File: config.mk
export PLATFORM = sky130hd
export DESIGN_NAME = olte_cell
export DESIGN_NICKNAME = d
export VERILOG_FILES = /design/src/hdl/olte_pkg.sv /design/src/hdl/olte_cell.sv
export SDC_FILE = /design/constraint.sdc
export NUM_CORES = 1
export LEC_CHECK = 0
export BUFFER_PORTS_ARGS = -buffer_cell sky130_fd_sc_hd__buf_4
export CAP_MARGIN = 20
export CORE_MARGIN = 10
export CORE_UTILIZATION = 36
export DETAILED_ROUTE_END_ITERATION = 8
export GPL_TIMING_DRIVEN = 0
export PLACE_DENSITY = 0.74
export SKIP_LAST_GASP = 1
export SYNTH_ARGS = -nofsm -noshare
export SYNTH_HDL_FRONTEND = slang
export SYNTH_SLANG_ARGS = --single-unit
File: constraint.sdc
create_clock -name clock -period 0.8 [get_ports clock]
set_input_delay 0.04 -clock clock [delete_from_list [all_inputs] [get_ports clock]]
set_output_delay 0.04 -clock clock [all_outputs]
set_load 0.02 [all_outputs]
File: src/hdl/olte_pkg.sv
// Shared types, codes and widths for the ordered list table engine.
package olte_pkg;

   localparam int DEFAULT_CAPACITY = 1024;

   localparam int VALUE_W  = 64;
   localparam int POS_W    = 10;
   localparam int LEN_W    = 11;
   localparam int CMD_W    = 3;
   localparam int STATUS_W = 3;

   typedef enum logic [CMD_W-1:0] {
      CMD_APPEND = 3'd0,
      CMD_READ   = 3'd1,
      CMD_REMOVE = 3'd2,
      CMD_FIND   = 3'd3,
      CMD_FILL   = 3'd4,
      CMD_MAX    = 3'd5,
      CMD_MIN    = 3'd6,
      CMD_CLEAR  = 3'd7
   } olte_cmd_type;

   typedef enum logic [STATUS_W-1:0] {
      ST_OK    = 3'd0,
      ST_RANGE = 3'd1,
      ST_FULL  = 3'd2,
      ST_EMPTY = 3'd3,
      ST_ORDER = 3'd4
   } olte_status_type;

   typedef enum logic {
      SEQ_IDLE = 1'b0,
      SEQ_PASS = 1'b1
   } olte_state_type;

   typedef struct packed {
      logic [VALUE_W-1:0] read_value;
      logic [POS_W-1:0]   found_index;
      logic               found;
      olte_status_type    status;
      logic [LEN_W-1:0]   length;
   } olte_rsp_type;

endpackage

File: src/hdl/olte_cell.sv
// One storage cell of the rotating word ring.
module olte_cell import olte_pkg::*; (
   input  logic               clock,
   input  logic               shift_en,
   input  logic [VALUE_W-1:0] data_in,
   output logic [VALUE_W-1:0] data_out
);

   logic [VALUE_W-1:0] word_ff;

   always_ff @(posedge clock) begin
      if (shift_en) begin
         word_ff <= data_in;
      end
   end

   assign data_out = word_ff;

endmodule

# Yosys cells after proc, flatten, opt, wreduce, memory -nomap -nowiden
# Index checks and enable logic that the tools add are counted.
# totals
rom_bits,0
memories,0
ram_bits,0
input_bits,66
latch_bits,0
ff_bits,64
elab_cells,1
# op_classes
eq_ne,0
muxes,0
n_bitwise,0
n_div,0
shift,0
add_sub_neg,0
n_lt_le_gt_ge,0
mul,0
reduce_logical,0

# Logic depth before layout (Yosys ltp)
# logic_depth
ltp_word,0
depth_mapped,0
mapped_depth_nobuf,0

# Worst setup path before layout
# OpenSTA, ideal clock, no wires.
# synth_path
path_type,reg-to-output
startpoint,register word_ff[0] (netlist: data_out[0])
endpoint,output port data_out[0]
arrival_ns,0.449
setup_slack_ns,0.311
path_stages_with_launch,1
required_time_ns,0.760
n_path_buf,0
cell_sequence,edfxtp_1
# synth_lines
element,line,text
"start, declared",olte_cell.sv:9,logic [VALUE_W-1:0] word_ff;
"start signal, assigned",olte_cell.sv:13,word_ff <= data_in;
"end, declared",olte_cell.sv:6,output logic [VALUE_W-1:0] data_out
# No word-level cell between the ends.

# Final worst setup path
# layout_path
startpoint,register word_ff[12] (netlist: data_out[12])
endpoint,output port data_out[12]
# No word-level cell between the ends.

==> flow_metrics.env <==
export IMPL_outcome="complete, but fails checks"
export IMPL_violations="negative setup slack"
export IMPL_power_mw=7.72
export IMPL_cp_max_fo=1
export IMPL_switching_share=0.234
export IMPL_grt_first_pass_wirelength_um=9600
export IMPL_wirelength_um=6430
export IMPL_layout_nets=334
export IMPL_syn_area_sq_um=1920
export IMPL_nFillCells=299
export IMPL_clock_root_buffer="clkbuf_8"
export IMPL_fmax_mhz=1080
export IMPL_port_buffers=129
export IMPL_n_antenna_cell=0
export IMPL_crit_type="reg2out"
export IMPL_synth_top_area_frac=1.00
export IMPL_min_period_ps=926
export IMPL_syn_to_final_growth_pct=108
export IMPL_num_rows=26
export IMPL_ys_types=1
export IMPL_power_density_nw_per_um2=1930
export IMPL_die_y_um=93.1
export IMPL_rsz0062_at_grt="yes"
export IMPL_route_detailed_drc=0
export IMPL_dp_slack_ps=-256
export IMPL_ant_nets=0
export IMPL_drtIter0Drc=66
export IMPL_crit_arrival_ps=890
export IMPL_clockBufferDepth=2
export IMPL_vias_per_cell=4.26
export IMPL_cpLargestDelayFamily="flip-flops"
export IMPL_place_area_sq_um=2980
export IMPL_multi_input_gates=0
export IMPL_cp_num_buf_inv=1
export IMPL_fin_crit_sh=1.16
export IMPL_cts_sinks=64
export IMPL_timing_hold_ws_ps=327
export IMPL_cts_htree_levels=3
export IMPL_worst_slack_ps=-126
export IMPL_slew_violations=0
export IMPL_worstSetupEndpointType="output port"
export IMPL_final_cell_mix="buf_4, edfxtp_1, dlygate4sd3_1, buf_6, clkbuf_8"
export IMPL_gp_congestion=0.723
export IMPL_grt_pass1_vias=1699
export IMPL_cts_tree="yes"
export IMPL_required_ps=760
export IMPL_cp_cell_sequence="buf_6"
export IMPL_synth_area_top_cells="edfxtp_1"
export IMPL_start_kind="flip-flop"
export IMPL_cts_made_buffers=9
export IMPL_synth_nets=130
export IMPL_maxCapViolations=0
export IMPL_grt_ovfl_total=0
export IMPL_worst_pin_slew_ps=799
export IMPL_chipWidth_um=93.1
export IMPL_p_sw_mw=1.80
export IMPL_drt_pass1_iter_count=4
export IMPL_clk_pin_slew_ps=60
export IMPL_wl_per_cell_um=18.9
export IMPL_dieArea_sq_um=8660
export IMPL_antenna_found_initial=0
export IMPL_yosysTopAreaCell="edfxtp_1"
export IMPL_ir_worst_vdd_mv=1.36
export IMPL_share_seq_of_total_power=0.534
export IMPL_postCtsSetupBuffers=0
export IMPL_power_leakage_nw=1.67
export IMPL_slew_limit_headroom=0.468
export IMPL_via_count=1450
export IMPL_final_area_sq_um=4000
export IMPL_final_common_cell="buf_4"
export IMPL_multi_input_area_sq_um=0
export IMPL_yosysSeqAreaShare=1.00
export IMPL_core_sq_um=5140
export IMPL_setup_viol=64
export IMPL_drive_above_1_share=0.519
export IMPL_clkPwrFrac=0.274
export IMPL_max_stage_delay_ps=410
export IMPL_intPower_mw=5.92
export IMPL_synth_ff_latch_count=64
export IMPL_largest_register_ffs=64
export IMPL_grt_max_degree=65
export IMPL_hold_violations=0
export IMPL_syn_inst=64
export IMPL_initial_core_util=0.374
export IMPL_ys_warnings_count=0
export IMPL_io_pins=130
export IMPL_track_usage=0.146
export IMPL_syn_area_per_cell_sq_um=30.0
export IMPL_power_frac_comb=0.191
export IMPL_slowest_stage="edfxtp_1"
export IMPL_worstHoldPathType="in2reg"
-- per-layer routing --
metal  GRT usage  share of wire  vias to the layer above
met4      0.0578          0.011                        0
met1       0.150           0.35                      685
met2       0.251           0.53                       91
met5           0              0                        -
li1            -              -                      667
met3      0.0719           0.11                        7
-- through the flow --
| step | instances | TNS (ps) | util |
|---|---|---|---|
| 2_1_floorplan | 64 | 0 | - |
| 3_3_place_gp | 263 | -14620 | 0.579 |
| 3_5_place_dp | 263 | -16110 | 0.579 |
| 4_1_cts | 340 | -6430 | 0.775 |
| 5_1_grt | 340 | -8270 | 0.778 |
| 6_report | 340 | -5720 | 0.778 |
-- area by class of cell --
cell class,instances,area [sq um],share of cell area
Sequential cell,64,1920,0.480
Clock buffer,11,131,0.0328
Tap cell,70,87.6,0.0219
Timing Repair Buffer,193,1850,0.462
Clock inverter,2,10.0,0.00250
-- power by group through the flow --
| stage | sequential (mW) | combinational, mW | clock [mW] |
|---|---|---|---|
| 2_1_floorplan | 4.48 | 0 | 0 |
| 3_3_place_gp | 4.12 | 1.05 | 0 |
| 3_5_place_dp | 4.13 | 1.06 | 0 |
| 4_1_cts | 4.11 | 1.46 | 2.17 |
| 5_1_grt | 4.15 | 1.55 | 2.36 |
| 6_report | 4.13 | 1.48 | 2.12 |
-- cells in the mapped netlist, drive strengths merged --
cell type,count
edfxtp,64
-- final timing paths --
check          from           end  slack [ps]  cells past startpoint
max    data_out[12]  data_out[12]        -130                      1
min        shift_en  data_out[63]         330                      1
-- cell families after synthesis --
logic type	count (synthesis)	share of synthesized area
flops	64	1.00
-- repair_timing --
item | CTS | global route
endpoints found under the setup margin | 64 | 64
gates resized for setup | 59 | 5
endpoints found under the hold margin | 64 | 0
hold buffers | 64 | 0
Note: power is estimated with default switching activity, not from simulation.
