File: config.mk
export PLATFORM = sky130hd
export DESIGN_NAME = olte_seq_flat
export DESIGN_NICKNAME = d
export VERILOG_FILES = /design/src/hdl/olte_pkg.sv /design/src/hdl/olte_ifs.sv /design/src/hdl/olte_seq.sv /design/src/flat_wrapper.sv
export SDC_FILE = /design/constraint.sdc
export NUM_CORES = 1
export LEC_CHECK = 0
export BUFFER_PORTS_ARGS = -buffer_cell sky130_fd_sc_hd__buf_2
export CAP_MARGIN = 10
export CORE_MARGIN = 2
export CORE_UTILIZATION = 50
export DETAILED_ROUTE_END_ITERATION = 10
export MAX_ROUTING_LAYER = met4
export PLACE_DENSITY = 0.74
export SLEW_MARGIN = 20
export SYNTH_ARGS = -nofsm -noshare
export SYNTH_HDL_FRONTEND = slang
export SYNTH_SLANG_ARGS = --single-unit
File: constraint.sdc
create_clock -name clock -period 6.1 [get_ports clock]
set_clock_uncertainty 0.05 [all_clocks]
set_input_delay 0.305 -clock clock [delete_from_list [all_inputs] [get_ports clock]]
set_output_delay 0.305 -clock clock [all_outputs]
set_load 0.03 [all_outputs]
File: src/hdl/olte_pkg.sv
// Shared types, codes and widths for the ordered list table engine.
package olte_pkg;

   localparam int DEFAULT_CAPACITY = 1024;

   localparam int VALUE_W  = 64;
   localparam int POS_W    = 10;
   localparam int LEN_W    = 11;
   localparam int CMD_W    = 3;
   localparam int STATUS_W = 3;

   typedef enum logic [CMD_W-1:0] {
      CMD_APPEND = 3'd0,
      CMD_READ   = 3'd1,
      CMD_REMOVE = 3'd2,
      CMD_FIND   = 3'd3,
      CMD_FILL   = 3'd4,
      CMD_MAX    = 3'd5,
      CMD_MIN    = 3'd6,
      CMD_CLEAR  = 3'd7
   } olte_cmd_type;

   typedef enum logic [STATUS_W-1:0] {
      ST_OK    = 3'd0,
      ST_RANGE = 3'd1,
      ST_FULL  = 3'd2,
      ST_EMPTY = 3'd3,
      ST_ORDER = 3'd4
   } olte_status_type;

   typedef enum logic {
      SEQ_IDLE = 1'b0,
      SEQ_PASS = 1'b1
   } olte_state_type;

   typedef struct packed {
      logic [VALUE_W-1:0] read_value;
      logic [POS_W-1:0]   found_index;
      logic               found;
      olte_status_type    status;
      logic [LEN_W-1:0]   length;
   } olte_rsp_type;

endpackage

File: src/hdl/olte_ifs.sv
// Valid/ready channel interfaces for commands and results.
interface olte_req_if import olte_pkg::*; ();
   logic                valid;
   logic                ready;
   logic [CMD_W-1:0]    command;
   logic [VALUE_W-1:0]  value;
   logic [POS_W-1:0]    first_pos;
   logic [POS_W-1:0]    last_pos;

   modport source (output valid, command, value, first_pos, last_pos,
                   input ready);
   modport sink   (input valid, command, value, first_pos, last_pos,
                   output ready);
endinterface

interface olte_rsp_if import olte_pkg::*; ();
   logic                valid;
   logic                ready;
   logic [VALUE_W-1:0]  read_value;
   logic [POS_W-1:0]    found_index;
   logic                found;
   logic [STATUS_W-1:0] status;
   logic [LEN_W-1:0]    length;

   modport source (output valid, read_value, found_index, found, status, length,
                   input ready);
   modport sink   (input valid, read_value, found_index, found, status, length,
                   output ready);
endinterface

File: src/hdl/olte_seq.sv
// Command sequencer and ring head unit: checks, pass control, result register.
module olte_seq import olte_pkg::*; #(
   parameter int CAPACITY = DEFAULT_CAPACITY
) (
   input  logic               clock,
   input  logic               reset,
   olte_req_if.sink           req_bus,
   olte_rsp_if.source         rsp_bus,
   output logic               shift_en,
   output logic [VALUE_W-1:0] feed_word,
   input  logic [VALUE_W-1:0] head_word,
   input  logic [VALUE_W-1:0] next_word
);

   localparam int IDX_W = $clog2(CAPACITY);
   localparam int CNT_W = $clog2(CAPACITY + 1);
   localparam int CMP_W = (CNT_W > POS_W) ? CNT_W : POS_W;
   localparam logic [IDX_W-1:0] LAST_K = IDX_W'(CAPACITY - 1);
   localparam logic [CNT_W-1:0] FULL_CNT = CNT_W'(CAPACITY);

   olte_state_type     state_ff, state_in;
   logic [IDX_W-1:0]   k_ff, k_in;
   logic [CNT_W-1:0]   cnt_ff, cnt_in;
   olte_cmd_type       cmd_ff;
   logic [VALUE_W-1:0] val_ff;
   logic [CMP_W-1:0]   sp_ff, ep_ff;
   logic [VALUE_W-1:0] acc_ff, acc_in;
   logic               found_ff, found_in;
   logic [IDX_W-1:0]   idx_ff, idx_in;
   logic               rsp_valid_ff, rsp_valid_in;
   olte_rsp_type       rsp_ff, rsp_in;

   olte_cmd_type       req_cmd;
   logic [CMP_W-1:0]   req_sp, req_ep, cnt_ext, k_ext;
   logic               rsp_free, accept, go_pass, pass_last;
   logic               in_list, at_or_after;
   olte_status_type    imm_status;

   assign req_cmd  = olte_cmd_type'(req_bus.command);
   assign req_sp   = CMP_W'(req_bus.first_pos);
   assign req_ep   = CMP_W'(req_bus.last_pos);
   assign cnt_ext  = CMP_W'(cnt_ff);
   assign k_ext    = CMP_W'(k_ff);
   assign rsp_free = !rsp_valid_ff || rsp_bus.ready;
   assign accept   = req_bus.valid && req_bus.ready;

   // Up-front checks: errors and clear answer at once, the rest take a pass.
   always_comb begin
      imm_status = ST_OK;
      go_pass    = 1'b1;
      case (req_cmd)
         CMD_APPEND: begin
            if (cnt_ff == FULL_CNT) begin
               imm_status = ST_FULL;
               go_pass    = 1'b0;
            end
         end
         CMD_READ, CMD_REMOVE, CMD_FIND: begin
            if (req_sp >= cnt_ext) begin
               imm_status = ST_RANGE;
               go_pass    = 1'b0;
            end
         end
         CMD_FILL: begin
            if (req_sp >= cnt_ext) begin
               imm_status = ST_RANGE;
               go_pass    = 1'b0;
            end else if (req_sp > req_ep) begin
               imm_status = ST_ORDER;
               go_pass    = 1'b0;
            end else if (req_ep >= cnt_ext) begin
               imm_status = ST_RANGE;
               go_pass    = 1'b0;
            end
         end
         CMD_MAX, CMD_MIN: begin
            if (cnt_ff == '0) begin
               imm_status = ST_EMPTY;
               go_pass    = 1'b0;
            end
         end
         default: begin
            go_pass = 1'b0;
         end
      endcase
   end

   // Next state
   always_comb begin
      state_in = state_ff;
      case (state_ff)
         SEQ_IDLE: begin
            if (accept && go_pass) begin
               state_in = SEQ_PASS;
            end
         end
         SEQ_PASS: begin
            if (k_ff == LAST_K) begin
               state_in = SEQ_IDLE;
            end
         end
         default: begin
            state_in = SEQ_IDLE;
         end
      endcase
   end

   // State outputs
   always_comb begin
      req_bus.ready = (state_ff == SEQ_IDLE) && rsp_free;
      shift_en      = (state_ff == SEQ_PASS);
      pass_last     = (state_ff == SEQ_PASS) && (k_ff == LAST_K);
   end

   assign k_in = (state_ff == SEQ_PASS) ? (pass_last ? '0 : k_ff + 1'b1) : '0;

   // Head unit: sees position k at the ring head, position k+1 behind it.
   always_comb begin
      in_list     = k_ext < cnt_ext;
      at_or_after = k_ext >= sp_ff;
      feed_word   = head_word;
      acc_in      = acc_ff;
      found_in    = found_ff;
      idx_in      = idx_ff;
      case (cmd_ff)
         CMD_APPEND: begin
            if (k_ext == cnt_ext) begin
               feed_word = val_ff;
            end
         end
         CMD_READ: begin
            if (k_ext == sp_ff) begin
               acc_in = head_word;
            end
         end
         CMD_REMOVE: begin
            if (at_or_after) begin
               feed_word = next_word;
            end
         end
         CMD_FIND: begin
            if (!found_ff && at_or_after && in_list && (head_word == val_ff)) begin
               found_in = 1'b1;
               idx_in   = k_ff;
            end
         end
         CMD_FILL: begin
            if (at_or_after && (k_ext <= ep_ff)) begin
               feed_word = val_ff;
            end
         end
         CMD_MAX: begin
            if ((k_ff == '0) || (in_list && (head_word > acc_ff))) begin
               acc_in = head_word;
            end
         end
         CMD_MIN: begin
            if ((k_ff == '0) || (in_list && (head_word < acc_ff))) begin
               acc_in = head_word;
            end
         end
         default: begin
         end
      endcase
   end

   // Length bookkeeping
   always_comb begin
      cnt_in = cnt_ff;
      if (accept && (req_cmd == CMD_CLEAR)) begin
         cnt_in = '0;
      end else if (pass_last && (cmd_ff == CMD_APPEND)) begin
         cnt_in = cnt_ff + 1'b1;
      end else if (pass_last && (cmd_ff == CMD_REMOVE)) begin
         cnt_in = cnt_ff - 1'b1;
      end
   end

   // Result register
   always_comb begin
      rsp_valid_in = rsp_valid_ff && !rsp_bus.ready;
      rsp_in       = rsp_ff;
      if (accept && !go_pass) begin
         rsp_valid_in       = 1'b1;
         rsp_in.read_value  = '0;
         rsp_in.found_index = '0;
         rsp_in.found       = 1'b0;
         rsp_in.status      = imm_status;
         rsp_in.length      = LEN_W'(cnt_in);
      end else if (pass_last) begin
         rsp_valid_in       = 1'b1;
         rsp_in.read_value  = ((cmd_ff == CMD_READ) || (cmd_ff == CMD_MAX) ||
                               (cmd_ff == CMD_MIN)) ? acc_in : '0;
         rsp_in.found       = (cmd_ff == CMD_FIND) && found_in;
         rsp_in.found_index = ((cmd_ff == CMD_FIND) && found_in) ? POS_W'(idx_in) : '0;
         rsp_in.status      = ST_OK;
         rsp_in.length      = LEN_W'(cnt_in);
      end
   end

   always_ff @(posedge clock) begin
      if (reset) begin
         state_ff     <= SEQ_IDLE;
         k_ff         <= '0;
         cnt_ff       <= '0;
         rsp_valid_ff <= 1'b0;
      end else begin
         state_ff     <= state_in;
         k_ff         <= k_in;
         cnt_ff       <= cnt_in;
         rsp_valid_ff <= rsp_valid_in;
      end
   end

   always_ff @(posedge clock) begin
      if (accept) begin
         cmd_ff   <= req_cmd;
         val_ff   <= req_bus.value;
         sp_ff    <= req_sp;
         ep_ff    <= req_ep;
         found_ff <= 1'b0;
      end else begin
         found_ff <= found_in;
      end
      acc_ff <= acc_in;
      idx_ff <= idx_in;
      rsp_ff <= rsp_in;
   end

   assign rsp_bus.valid       = rsp_valid_ff;
   assign rsp_bus.read_value  = rsp_ff.read_value;
   assign rsp_bus.found_index = rsp_ff.found_index;
   assign rsp_bus.found       = rsp_ff.found;
   assign rsp_bus.status      = rsp_ff.status;
   assign rsp_bus.length      = rsp_ff.length;

`ifndef NO_ASSERTIONS
   a_cnt_bound: assert property (@(posedge clock) disable iff (reset)
      cnt_ff <= FULL_CNT)
      else $error("entry count above capacity");

   a_pass_ends: assert property (@(posedge clock) disable iff (reset)
      (state_ff == SEQ_PASS) && (k_ff == LAST_K) |=> (state_ff == SEQ_IDLE) && rsp_valid_ff)
      else $error("pass did not end with a result");

   a_no_pending_in_pass: assert property (@(posedge clock) disable iff (reset)
      (state_ff == SEQ_PASS) |-> !rsp_valid_ff)
      else $error("result pending while a pass runs");

   a_found_ok: assert property (@(posedge clock) disable iff (reset)
      rsp_valid_ff && rsp_ff.found |-> (rsp_ff.status == ST_OK))
      else $error("match reported with an error status");
`endif

endmodule

File: src/flat_wrapper.sv
// flat-port wrapper written by rule: the top's interface ports become plain ports
module olte_seq_flat import olte_pkg::*;
#(
   parameter int CAPACITY = DEFAULT_CAPACITY
)
  (clock, reset, shift_en, feed_word, head_word, next_word, req_bus_valid, req_bus_command, req_bus_value, req_bus_first_pos, req_bus_last_pos, req_bus_ready, rsp_bus_valid, rsp_bus_read_value, rsp_bus_found_index, rsp_bus_found, rsp_bus_status, rsp_bus_length, rsp_bus_ready);
  olte_req_if req_bus_i ();
  olte_rsp_if rsp_bus_i ();
  input  logic clock;
  input  logic reset;
  output logic shift_en;
  output logic [VALUE_W-1:0] feed_word;
  input  logic [VALUE_W-1:0] head_word;
  input  logic [VALUE_W-1:0] next_word;
  input wire logic [$bits(req_bus_i.valid)-1:0] req_bus_valid;
  input wire logic [$bits(req_bus_i.command)-1:0] req_bus_command;
  input wire logic [$bits(req_bus_i.value)-1:0] req_bus_value;
  input wire logic [$bits(req_bus_i.first_pos)-1:0] req_bus_first_pos;
  input wire logic [$bits(req_bus_i.last_pos)-1:0] req_bus_last_pos;
  output wire logic [$bits(req_bus_i.ready)-1:0] req_bus_ready;
  output wire logic [$bits(rsp_bus_i.valid)-1:0] rsp_bus_valid;
  output wire logic [$bits(rsp_bus_i.read_value)-1:0] rsp_bus_read_value;
  output wire logic [$bits(rsp_bus_i.found_index)-1:0] rsp_bus_found_index;
  output wire logic [$bits(rsp_bus_i.found)-1:0] rsp_bus_found;
  output wire logic [$bits(rsp_bus_i.status)-1:0] rsp_bus_status;
  output wire logic [$bits(rsp_bus_i.length)-1:0] rsp_bus_length;
  input wire logic [$bits(rsp_bus_i.ready)-1:0] rsp_bus_ready;
  assign req_bus_i.valid = req_bus_valid;
  assign req_bus_i.command = req_bus_command;
  assign req_bus_i.value = req_bus_value;
  assign req_bus_i.first_pos = req_bus_first_pos;
  assign req_bus_i.last_pos = req_bus_last_pos;
  assign req_bus_ready = req_bus_i.ready;
  assign rsp_bus_valid = rsp_bus_i.valid;
  assign rsp_bus_read_value = rsp_bus_i.read_value;
  assign rsp_bus_found_index = rsp_bus_i.found_index;
  assign rsp_bus_found = rsp_bus_i.found;
  assign rsp_bus_status = rsp_bus_i.status;
  assign rsp_bus_length = rsp_bus_i.length;
  assign rsp_bus_i.ready = rsp_bus_ready;
  olte_seq #(.CAPACITY(CAPACITY)) u_core (.clock(clock), .reset(reset), .req_bus(req_bus_i), .rsp_bus(rsp_bus_i), .shift_en(shift_en), .feed_word(feed_word), .head_word(head_word), .next_word(next_word));
endmodule
## Yosys cells after proc, flatten, opt, wreduce, memory -nomap -nowiden

Cells that the tools add are included.

| operators by class | value |
|---|---|
| add/sub/neg operators | 3 |
| order comparisons | 8 |
| equal/unequal tests | 18 |
| multiplexer cells | 38 |
| bitwise logic cells | 1 |
| reductions and logical operators | 33 |

Operator list:

| kind | number |
|---|---|
| two-way mux 64 bit | 7 |
| one-hot mux 64 bit (3 select lines) | 2 |
| equality test 64 bit | 1 |
| > comparator 64 bit | 1 |
| less-than comparator 64 bit | 1 |
| two-way mux 11 bit | 3 |
| two-way mux 10 bit | 3 |
| two-way mux 14 bit | 2 |
| >= comparator 10 x 11 -> 1 bit | 2 |
| equality test 3 bit (second input constant) | 7 |
| logical AND 1 bit | 16 |
| two-way mux 1 bit | 14 |
| equality test 3 x 2 -> 1 bit (second input constant) | 4 |
| one-hot mux 3 bit (4 select lines) | 1 |
| adder 11 x 1 -> 11 bit (second input constant) | 1 |
| equality test 10 x 11 -> 1 bit | 1 |
| equality test 11 bit (second input constant) | 1 |
| zero test 11 bit | 1 |
| less-than comparator 10 x 11 -> 1 bit | 1 |
| subtractor 11 x 1 -> 11 bit (second input constant) | 1 |
| adder 10 x 1 -> 10 bit (second input constant) | 1 |
| equality test 10 bit | 1 |
| equality test 10 bit (second input constant) | 1 |
| >= comparator 10 bit | 1 |
| 15 further kinds | 27 |

| word-level totals | value |
|---|---|
| bits in registers | 274 |
| output and inout bits | 156 |

## Logic depth before layout (Yosys ltp)

| logic depth | value |
|---|---|
| word-level depth | 8 |
| mapped depth | 13 |
| mapped depth without buffers | 10 |

## Worst setup path before layout

Ideal clock, no wire load.

| path | value |
|---|---|
| kind | reg-to-reg |
| from | register u_core.state_ff (netlist: u_core.shift_en) |
| to | register u_core.rsp_ff, in the netlist u_core.rsp_bus.length[0] (enable) |
| library setup time | 0.354 ns |
| data arrival time | 4.283 ns |
| required time | 5.696 ns |
| setup slack | 1.413 ns |
| cell stages (with the launch flop) | 9 |
| buffers on the path | 2 |
| clock period less this slack | 4.687 ns |
| path through | dfxtp_1 inv_1 and3_1 clkbuf_1 nand3b_1 a31oi_1 nor2_1 clkbuf_1 inv_1 |

| between the ends | value |
|---|---|
| cells in the longest elaborated chain, start to end | 5 |

Ends and longest elaborated chain:

| item | line | text |
|---|---|---|
| start, declared | olte_seq.sv:21 | `olte_state_type state_ff, state_in;` |
| start signal, assigned | olte_seq.sv:208 | `state_ff <= state_in;` |
| inverter 1 bit | olte_seq.sv:110 | `req_bus.ready = (state_ff == SEQ_IDLE) && rsp_free;` |
| logical AND 1 bit | olte_seq.sv:110 |  |
| logical AND 1 bit | olte_seq.sv:45 | `assign accept = req_bus.valid && req_bus.ready;` |
| via u_core.accept | olte_seq.sv:35 | `logic rsp_free, accept, go_pass, pass_last;` |
| logical AND 1 bit | olte_seq.sv:183 | `if (accept && !go_pass) begin` |
| nonzero test 2 bit (no source line) | - |  |
| end signal, assigned | olte_seq.sv:227 | `rsp_ff <= rsp_in;` |
| end, declared | olte_seq.sv:31 | `olte_rsp_type rsp_ff, rsp_in;` |

The timed path passes the listed nets, and every way through them passes these cells.
A chain may end at the register's enable or synchronous reset.

## Final worst setup path

| path | value |
|---|---|
| from | register u_core.k_ff[3] |
| to | output port feed_word[41] |

| between the ends | value |
|---|---|
| cells in the longest elaborated chain, start to end | 4 |

Ends and longest elaborated chain:

| item | line | text |
|---|---|---|
| start, declared | olte_seq.sv:22 | `logic [IDX_W-1:0] k_ff, k_in;` |
| start signal, assigned | olte_seq.sv:209 | `k_ff <= k_in;` |
| >= comparator 10 bit / less-or-equal comparator 10 bit (equally long branches) | olte_seq.sv:120, olte_seq.sv:148 |  |
| logical AND 1 bit | olte_seq.sv:148 | `if (at_or_after && (k_ext <= ep_ff)) begin` |
| two-way mux 64 bit | olte_seq.sv:148 |  |
| one-hot mux 64 bit (3 select lines) (*) | olte_seq.sv:125 | `case (cmd_ff)` |
| end, declared | flat_wrapper.sv:12 | `output logic [VALUE_W-1:0] feed_word;` |

Every way passes the cells marked *; elsewhere a longest branch is shown, timed or not.

==> out/results.ini <==
[pwr]
leakage_uw = 0.009465
pwr-share-comb_pct = 26.3
intPower_uw = 3845
peakVddDrop_mv = 0.2473
power_density_mw_per_mm2 = 265.1
pwr-share-clk_pct = 34.5
p_sw_uw = 1869
seq_power_share_pct = 39.2
sw_frac_of_total_pct = 32.71

[drt]
dr.pass1.iters = 5
drtIter0Drc = 1516
routed_wl_um = 62690
viasPerCell = 6.404
postRouteAntennaNets = 0
vias = 17023
route.detailed.drc = 0
wl_per_cell_um = 23.58

[critical_path]
rr_worst_depth = 11
crit_end = feed_word[41]
worstPathArrival_ns = 4.60
r2r_slack_ns = 1.74
worst_setup_path_start_kind = register
worstSetupPathType = reg -> out
cp-end-kind = primary output
reg2reg_from = u_core.cnt_ext[1]
startpoint = u_core.k_ff[3]
crit_required_ns = 5.74
critPathMaxFanout = 40
r2r-end = u_core.rsp_bus.read_value[24]

[placed_design]
io_buffers = 374
pre_cts_ws_ns = 1.735
dp.cells = 2499
dp_hpwl_um = 43150
gp_congestion = 0.9377

[yosys]
synth_cell_types = 69
yosysTopAreaCell = dfxtp_1
yosysWarnings = 0
synth_nets = 2171
ys.flop_type = dfxtp_1
syn_inst = 1824
synth.avg_cell_area_um2 = 9.690
ys_ff_latch = 274
async_reset_ff_share_pct = 0
yosysTopAreaCellShare_pct = 19.60
synth-edff-count = 101
seq_area_frac_synth_pct = 36.75
synth.cells.most_frequent = 183 x nor2_1, 173 x dfxtp_1, 132 x mux2i_1
yosysMostFrequentCell = nor2_1
syn_area_mm2 = 0.01767
synth_area_leaders = dfxtp_1 20%, edfxtp_1 17%, ha_1 9.1%, mux2i_1 7.5%, nor2_1 3.9%

[sta]
worstMarginPinSlew_ns = 1.146
rsz0062_at_grt = no
tns_ns = 0
period_minus_slack_ns = 4.950
period_share_pct = 81.15
fmax_ghz = 0.2020
final_hold_viol_count = 0
layout_setup_ws_ns = 1.150
relSlewSlack_pct = 23.57
maxSlewViolCount = 0
setup_viol = 0

[clocking]
cts_sinks = 274
cts_root_buf = clkbuf_16
cts_tree = yes
clk_latency_ns = 0.52
clkSlewWorstSetupHoldPaths_ns = 0.06
clk_path_buf_depth = 3
post_cts_buffers = 0
cts_buffers = 34
h-tree-depth = 2

[grt]
grt_pass1_vias = 16200
grt_usage_pct = 33.59
grt_max_degree = 129
antenna_found_initial = 7
grt_pass1_wl_um = 93070
grt-ovfl-total = 0

[floorplanning]
ios = 375
coreArea_mm2 = 0.03471
initial_core_util_pct = 50.92
die_y_um = 192.0
die_width_um = 192.0
die_area_mm2 = 0.03687
num_rows = 68

[cells_and_area]
nFillCells = 2911
fin_cells = 2658
area_growth_pct = 21.95
final_util_pct = 62.09
drive_above_1_share_pct = 23.78
final_nets = 2513

[run]
cap_violations = 0

[status]
status = finished, final reports clean

[hold_path]
hold_path.class = in -> reg
hold_start = req_bus_command[0]

## power groups by stage
stage / logic [uW] / registers (uW) / clock network, uW
floorplan: 989 / 2260 / 0
CTS: 1480 / 2240 / 1980
detailed placement: 1430 / 2270 / 0
global route: 1630 / 2260 / 2070
finish: 1500 / 2240 / 1970
global placement: 1390 / 2260 / 0
## state kept, by name, indices dropped and copies added (netlist names), 10 cells and up
register	cells
u_core.rsp_bus.read_value	64
u_core.rsp_bus.found_index	10
u_core.ep_ff	10
u_core.sp_ff	10
u_core.k_ff	10
u_core.idx_ff	10
u_core.rsp_bus.length	11
u_core.cnt_ext	11
u_core.val_ff	64
u_core.acc_ff	64
## kinds of logic after synthesis
| logic type | count (synthesis) | synth area share, % |
|---|---|---|
| compound gates | 415 | 18.75 |
| xor+xnor | 70 | 3.469 |
| fa+ha+maj | 128 | 9.061 |
| buf+inv | 300 | 7.086 |
| flops | 274 | 36.75 |
| mux | 202 | 12.17 |
| simple gates | 435 | 12.71 |
## cell usage in the layout (no fill, tap or decap), types with 34 or more instances in the layout
cell type,count
nor2_1,183
a2111oi_0,64
dlygate4sd3_1,85
clkbuf_16,35
a21oi_1,45
ha_1,128
xnor2_1,55
o221ai_1,65
nor3b_1,65
nand2_1,45
nand4_1,34
a211oi_1,70
inv_1,127
edfxtp_1,101
mux2i_1,132
dfxtp_1,173
a221o_1,65
buf_2,374
mux2_2,41
## layout make-up
class | count | area (um^2) | area share (%)
Multi-Input combinational cell | 1250 | 10000 | 46.41
Sequential cell | 274 | 6496 | 30.14
Timing Repair Buffer | 479 | 2898 | 13.44
Clock buffer | 48 | 984.7 | 4.568
Tap cell | 455 | 569.3 | 2.641
Inverter | 127 | 476.7 | 2.212
Clock inverter | 13 | 96.34 | 0.4470
Antenna cell | 12 | 30.03 | 0.1393
## routing by layer
| metal | share of wire, % | global-route usage [%] | vias to the layer above |
|---|---|---|---|
| met5 | 0 | - | - |
| met4 | 5.4 | 15.65 | 0 |
| met3 | 8.7 | 5.573 | 213 |
| met2 | 46 | 54.71 | 1011 |
| met1 | 39 | 40.77 | 8199 |
| li1 | - | - | 7600 |
## stage by stage
| stage | hold WS [ns] | instance area, um^2 | power (uW) |
|---|---|---|---|
| after global placement | 0.3889 | 19570 | 3651 |
| after CTS | 0.01699 | 21500 | 5701 |
| after floorplan | 0.3539 | 17670 | 3245 |
| final | 0.03835 | 21550 | 5715 |
| after global routing | 0.01894 | 21540 | 5960 |
| after detailed placement | 0.3856 | 19570 | 3700 |
## critical path: stages, from the launching register on
cell,delay (ns)
dfxtp_1,0.42
ha_1,0.36
a21o_1,0.11
a21o_1,0.10
a21oi_1,0.06
o211ai_1,0.35
buf_4,0.51
buf_4,0.70
mux2i_1,0.17
o221ai_1,0.25
a2111oi_0,0.11
a211oi_1,0.51
buf_2,0.30
## how the worst min path moves through the flow
stage	endpoint	depth (start not counted)	slack [ns]
3_3_place_gp	u_core.rsp_bus.found	1	0.39
2_1_floorplan	u_core.cmd_ff[0]	0	0.35
4_1_cts	u_core.cmd_ff[0]	1	0.02
5_1_grt	u_core.cmd_ff[0]	1	0.02
3_5_place_dp	u_core.rsp_bus.found	1	0.39
6_report	u_core.cmd_ff[0]	1	0.04
## repair_timing
| item | in CTS | in global routing |
|---|---|---|
| hold buffers | 85 | 0 |
| hold endpoints to repair | 85 | 0 |
| gates resized for setup | 0 | 0 |
| endpoints found under the setup margin | 0 | 0 |
(Power assumes the default switching activity.)
